**config.mk**
```make
export PLATFORM = sky130hd
export DESIGN_NAME = sb2da_ctrl
export DESIGN_NICKNAME = d
export VERILOG_FILES = /design/src/rtl/sb2da_pkg.sv /design/src/rtl/sb2da_ctrl.sv
export SDC_FILE = /design/constraint.sdc
export NUM_CORES = 1
export LEC_CHECK = 0
export BUFFER_PORTS_ARGS = -buffer_cell sky130_fd_sc_hd__buf_2
export CORE_AREA = 3 3 40 42
export CTS_CLUSTER_SIZE = 20
export DETAILED_ROUTE_END_ITERATION = 12
export DIE_AREA = 0 0 43 45
export GPL_TIMING_DRIVEN = 0
export HOLD_SLACK_MARGIN = 0.08
export SKIP_LAST_GASP = 1
export SLEW_MARGIN = 40
export SYNTH_ARGS = -nofsm -noshare
export SYNTH_HDL_FRONTEND = slang
export SYNTH_SLANG_ARGS = --single-unit
```
**constraint.sdc**
```tcl
create_clock -name i_clk -period 2.26 [get_ports i_clk]
set_input_delay 0.113 -clock i_clk [delete_from_list [all_inputs] [get_ports i_clk]]
set_output_delay 0.113 -clock i_clk [all_outputs]
set_load 0.02 [all_outputs]
```
**src/rtl/sb2da_pkg.sv**
```systemverilog
// Package for the signed binary to decimal ASCII converter.
// Holds the shared constants and the command and status structs.
// No dependencies.
package sb2da_pkg;

    localparam int VALUE_W    = 32;
    localparam int CHAR_W     = 8;
    localparam int DIGIT_W    = 4;
    localparam int MAX_DIGITS = 10;
    localparam int CNT_W      = $clog2(MAX_DIGITS + 1);
    localparam int PROD_W     = 2 * VALUE_W;
    localparam int RECIP_SH   = 35;
    localparam int QUOT_W     = PROD_W - RECIP_SH;

    localparam logic [VALUE_W-1:0] RECIP_TEN  = 32'hCCCC_CCCD;
    localparam logic [VALUE_W-1:0] SIGN_BIT   = 32'h8000_0000;
    localparam logic [CHAR_W-1:0]  CHAR_ZERO  = 8'h30;
    localparam logic [CHAR_W-1:0]  CHAR_MINUS = 8'h2D;
    localparam logic [DIGIT_W-1:0] TEN        = 4'd10;

    typedef struct packed {
        logic load;
        logic step;
        logic pop;
        logic show_sign;
    } t_cmd;

    typedef struct packed {
        logic quot_zero;
        logic neg;
        logic last_digit;
    } t_sts;

endpackage

```
**src/rtl/sb2da_ctrl.sv**
```systemverilog
// Controller of the converter: sequences loading, digit steps and character output.
// Depends on sb2da_pkg.
module sb2da_ctrl (
    input  logic            i_clk,
    input  logic            i_rst_n,
    input  logic            i_in_valid,
    output logic            o_in_stall,
    output logic            o_out_valid,
    input  logic            i_out_stall,
    output logic            o_last,
    input  sb2da_pkg::t_sts i_sts,
    output sb2da_pkg::t_cmd o_cmd
);
    import sb2da_pkg::*;

    typedef enum logic [1:0] {
        S_IDLE,
        S_DIV,
        S_SIGN,
        S_EMIT
    } t_state;

    t_state r_state, n_state;
    logic   r_in_stall, n_in_stall;
    logic   r_out_valid, n_out_valid;

    always_comb begin
        n_state      = r_state;
        o_cmd        = '0;
        case (r_state)
            S_IDLE: begin
                if (i_in_valid) begin
                    o_cmd.load = 1'b1;
                    n_state    = S_DIV;
                end
            end
            S_DIV: begin
                o_cmd.step = 1'b1;
                if (i_sts.quot_zero) begin
                    n_state = i_sts.neg ? S_SIGN : S_EMIT;
                end
            end
            S_SIGN: begin
                o_cmd.show_sign = 1'b1;
                if (!i_out_stall) begin
                    n_state = S_EMIT;
                end
            end
            S_EMIT: begin
                if (!i_out_stall) begin
                    o_cmd.pop = 1'b1;
                    if (i_sts.last_digit) begin
                        n_state = S_IDLE;
                    end
                end
            end
            default: begin
                n_state = S_IDLE;
            end
        endcase
        n_in_stall  = (n_state != S_IDLE);
        n_out_valid = (n_state == S_SIGN) || (n_state == S_EMIT);
    end

    always_ff @(posedge i_clk) begin
        if (!i_rst_n) begin
            r_state     <= S_IDLE;
            r_in_stall  <= 1'b0;
            r_out_valid <= 1'b0;
        end else begin
            r_state     <= n_state;
            r_in_stall  <= n_in_stall;
            r_out_valid <= n_out_valid;
        end
    end

    assign o_in_stall  = r_in_stall;
    assign o_out_valid = r_out_valid;
    assign o_last      = (r_state == S_EMIT) && i_sts.last_digit;

`ifndef SYNTHESIS
    a_sign_not_last: assert property (@(posedge i_clk) disable iff (!i_rst_n)
        (r_state == S_SIGN) |-> !o_last)
        else $error("last flag set on the sign character");
    a_stall_idle: assert property (@(posedge i_clk) disable iff (!i_rst_n)
        o_in_stall == (r_state != S_IDLE))
        else $error("input stall does not track the idle state");
    a_last_ends: assert property (@(posedge i_clk) disable iff (!i_rst_n)
        (o_out_valid && !i_out_stall && o_last) |=> (r_state == S_IDLE))
        else $error("controller did not return to idle after the last item");
`endif

endmodule

```
## Yosys cells after proc, flatten, opt, wreduce, memory -nomap -nowiden

Cells that the tools add are included.

| word-level totals | value |
|---|---|
| latch bits | 0 |
| input port bits | 7 |
| ROM bits | 0 |
| logic and storage cells | 25 |
| memories | 0 |
| flip-flop bits (word level) | 4 |
| memory bits (writable) | 0 |
| output and inout bits | 7 |

| operators by class | value |
|---|---|
| eq/ne operators | 5 |
| multiply operators | 0 |
| $add $sub $neg | 0 |
| reductions and logical operators | 4 |
| bitwise logic cells | 0 |
| divide/modulo/power cells | 0 |
| muxes and demuxes | 13 |
| $lt $le $gt $ge | 0 |
| shift operators | 0 |

Operator list:

| cell | count |
|---|---|
| 2-to-1 mux 2 bit | 5 |
| == test 2 bit, second input constant | 4 |
| one-hot mux 2 bit (4 select lines) | 1 |
| 2-to-1 mux 1 bit | 7 |
| == test 2 x 1 -> 1 bit, second input constant | 1 |
| zero test 2 bit | 1 |
| nonzero test 2 bit | 1 |
| logical AND 1 bit | 1 |
| logical OR 1 bit | 1 |

## Depth between registers and ports, before layout

| logic depth | value |
|---|---|
| depth after elaboration | 5 |
| mapped depth | 3 |
| gate-level depth less buffers | 3 |

## Worst setup path after synthesis

OpenSTA, ideal clock, no wires.

| timing path | value |
|---|---|
| path kind | register to output |
| from | reg r_state[0] |
| to | out o_cmd[3] (netlist bit) |
| stages on the path, launching flop included | 2 |
| required time | 2.147 ns |
| buffers on the path | 0 |
| arrival time | 0.893 ns |
| slack | 1.254 ns |
| cell sequence | dfxtp_1 nor3b_1 |

RTL lines:

| element | RTL line | text |
|---|---|---|
| from (decl) | sb2da_ctrl.sv:23 | `t_state r_state, n_state;` |
| from (signal assigned) | sb2da_ctrl.sv:71 | `r_state <= n_state;` |
| to (decl) | sb2da_ctrl.sv:12 | `output sb2da_pkg::t_cmd o_cmd` |

==> out/results.ini <==
[worst_setup_path]
path_class=reg -> out
required_ns=2.15
cp.arrival_ns=1.07
end_kind=output port
critPathMaxFanout=9
reg2reg_slack_ns=1.22
crit_path_start_kind=flip-flop

[hold_path]
hp-class=in -> reg

[routing]
viasPerCell=3.870
post_drt_wl_per_cell_um=8.278
antenna_left=0
drt_iter0_markers=3
drc=0
vias=209
dr.pass1.iters=2
wl_um=447

[timing]
worst_pin_slew_ns=0.2926
setup_viol=0
period_minus_slack_ns=1.180
finalHoldViolCount=0
fin_tns_setup_ns=0
fin_worst_skew_ns=0.0006448
relSlewSlack=0.8029
rsz0062_at_grt=false
drv_slew=0
clock.fmax_ghz=0.8473
setup_slack_ns=1.080
fin_crit_sh=0.5222

[place]
port_buffers=13
post-place-ws_ns=1.194
gp_congestion=0.7509
place_hpwl_um=379.5

[logic_synthesis]
synth_cell_type_count=16
synth_top_family_by_area=simple AND/OR/NAND/NOR gates
synth.area.top_cells=dfxtp_1 37%, a22oi_4 9.9%, and2_1 5.8%
synth.yosys.seq_area_share=0.3721
synth_fa_ha_area_frac=0
synth_top_area_share=0.3721
synthXorXnorAreaFrac=0
synth_seq_cells=4
synthMuxAreaShare=0
synth-simple-area-share=0.3895
synth_cells=23
synth_fp_nets=30
synth_area_sq_um=215.2
avgSynthCellArea_sq_um=9.357
yosys_warnings=0
synth-compound-area-share=0.2035
synth_top_cell_by_area=dfxtp_1

[clocking]
cts.repair.resized=0
cts_sinks=4
max-clock-path-buffers=2
clk_latency_ns=0.23
cts_htree_levels=1
cts_tree=yes
post_cts_buffers=0
clk_pin_slew_ns=0.04
cts_hold_buf=0
cts_root_buffer=clkbuf_4
numCtsBuffers=3

[final_layout]
final_common_cell=buf_2
fillers=144
layout_common_cells=13 x buf_2, 4 x dfxtp_1, 3 x clkbuf_4
area_delta_synth_final_pct=49.42
drive_gt1_frac=0.5128
diodes=0
nets=48

[power]
power.density_mw_per_mm2=747.5
clkPwrFrac=0.357
p_int_mw=0.1692
power.switching_mw=0.07121
sw_frac_of_total=0.2963
seqPwrFrac=0.372
p_leak_nw=0.1999
p_comb_frac=0.271
ir_drop_mv=0.1445

[global_routing]
grt_util_all_layers=0.05408
grt_pass1_wl_um=696
grt_max_degree=10
grt.overflow.total=0
grt_pass1_vias=180
grt_antenna_before_repair=0

[die]
die_w_um=43
start_util=0.1675
fp-row-count=13
core-area_sq_mm=0.001285
dieArea_sq_mm=0.001935
die_y_um=45
ios=14

[outcome]
status=complete, no violations

[job]
cap_violations=0

[area by class of cell]
cell class | count | area, sq um | area share
clock buffers | 3 | 22.52 | 0.07004
repair buffers | 13 | 65.06 | 0.2023
inverters | 2 | 7.507 | 0.02335
well taps | 15 | 18.77 | 0.05837
multi-input cells | 17 | 127.6 | 0.3969
flip-flops and latches | 4 | 80.08 | 0.2490
[state kept, by name, summed over array words and instances, names as in the netlist]
| name | flops |
|---|---|
| o_out_valid | 1 |
| r_state | 2 |
| o_in_stall | 1 |
[worst paths after layout]
check,from,endpoint,cells after the start
worst max-delay path,r_state[0],o_cmd[2],2
worst min-delay path,i_rst_n,r_state[0],3
worst max register to register,r_state[0],o_in_stall,3
worst min register to register,r_state[1],r_state[0],2
[per-layer routing]
layer / vias to the layer above / GRT usage / part of all wire
li1: 111 / - / -
met1: 87 / 0.06971 / 0.48
met2: 11 / 0.05389 / 0.41
met3: 0 / 0.02390 / 0.10
met4: 0 / 0.07229 / 0
met5: - / 0 / 0
[power groups by stage]
stage | registers (mW) | logic, mW | clock network (mW)
finish | 0.0894 | 0.0652 | 0.0858
global route | 0.0915 | 0.0712 | 0.0972
CTS | 0.0899 | 0.0666 | 0.0905
detailed placement | 0.0910 | 0.0664 | 0
global placement | 0.0909 | 0.0660 | 0
floorplan | 0.0958 | 0.0387 | 0
[stage by stage]
stage	power [mW]	hold WS (ns)	instance area (sq um)	utilization	std cells
after global placement	0.1569	0.4515	299.0	0.2327	51
after global routing	0.2599	0.2276	321.6	0.2502	54
after CTS	0.2470	0.2090	321.6	0.2502	54
after floorplan	0.1345	0.3058	215.2	-	23
final	0.2404	0.2123	321.6	0.2502	54
after detailed placement	0.1573	0.4535	299.0	0.2327	51
[cell usage after synthesis, drive strengths merged]
| master | instances |
|---|---|
| a22oi | 1 |
| and2 | 2 |
| and2b | 1 |
| and3 | 1 |
| dfxtp | 4 |
| inv | 2 |
| nand2 | 1 |
| nand2b | 2 |
| nand3 | 2 |
| nand3b | 1 |
| nor2 | 1 |
| nor2b | 1 |
| nor3b | 1 |
| o211ai | 1 |
| o21ai | 2 |
[kinds of logic (layout without fill, tap and decap cells)]
logic type / count (synthesis) / after routing
AOI/OAI and AO/OA: 4 / 4
buffers and inverters: 2 / 18
DFF: 4 / 4
and+or+nand+nor: 13 / 13
[critical path, stage by stage (launching register included)]
cell     delay, ns
dfxtp_1       0.46
and2b_4       0.22
buf_2         0.16
(Power assumes the default switching activity.)
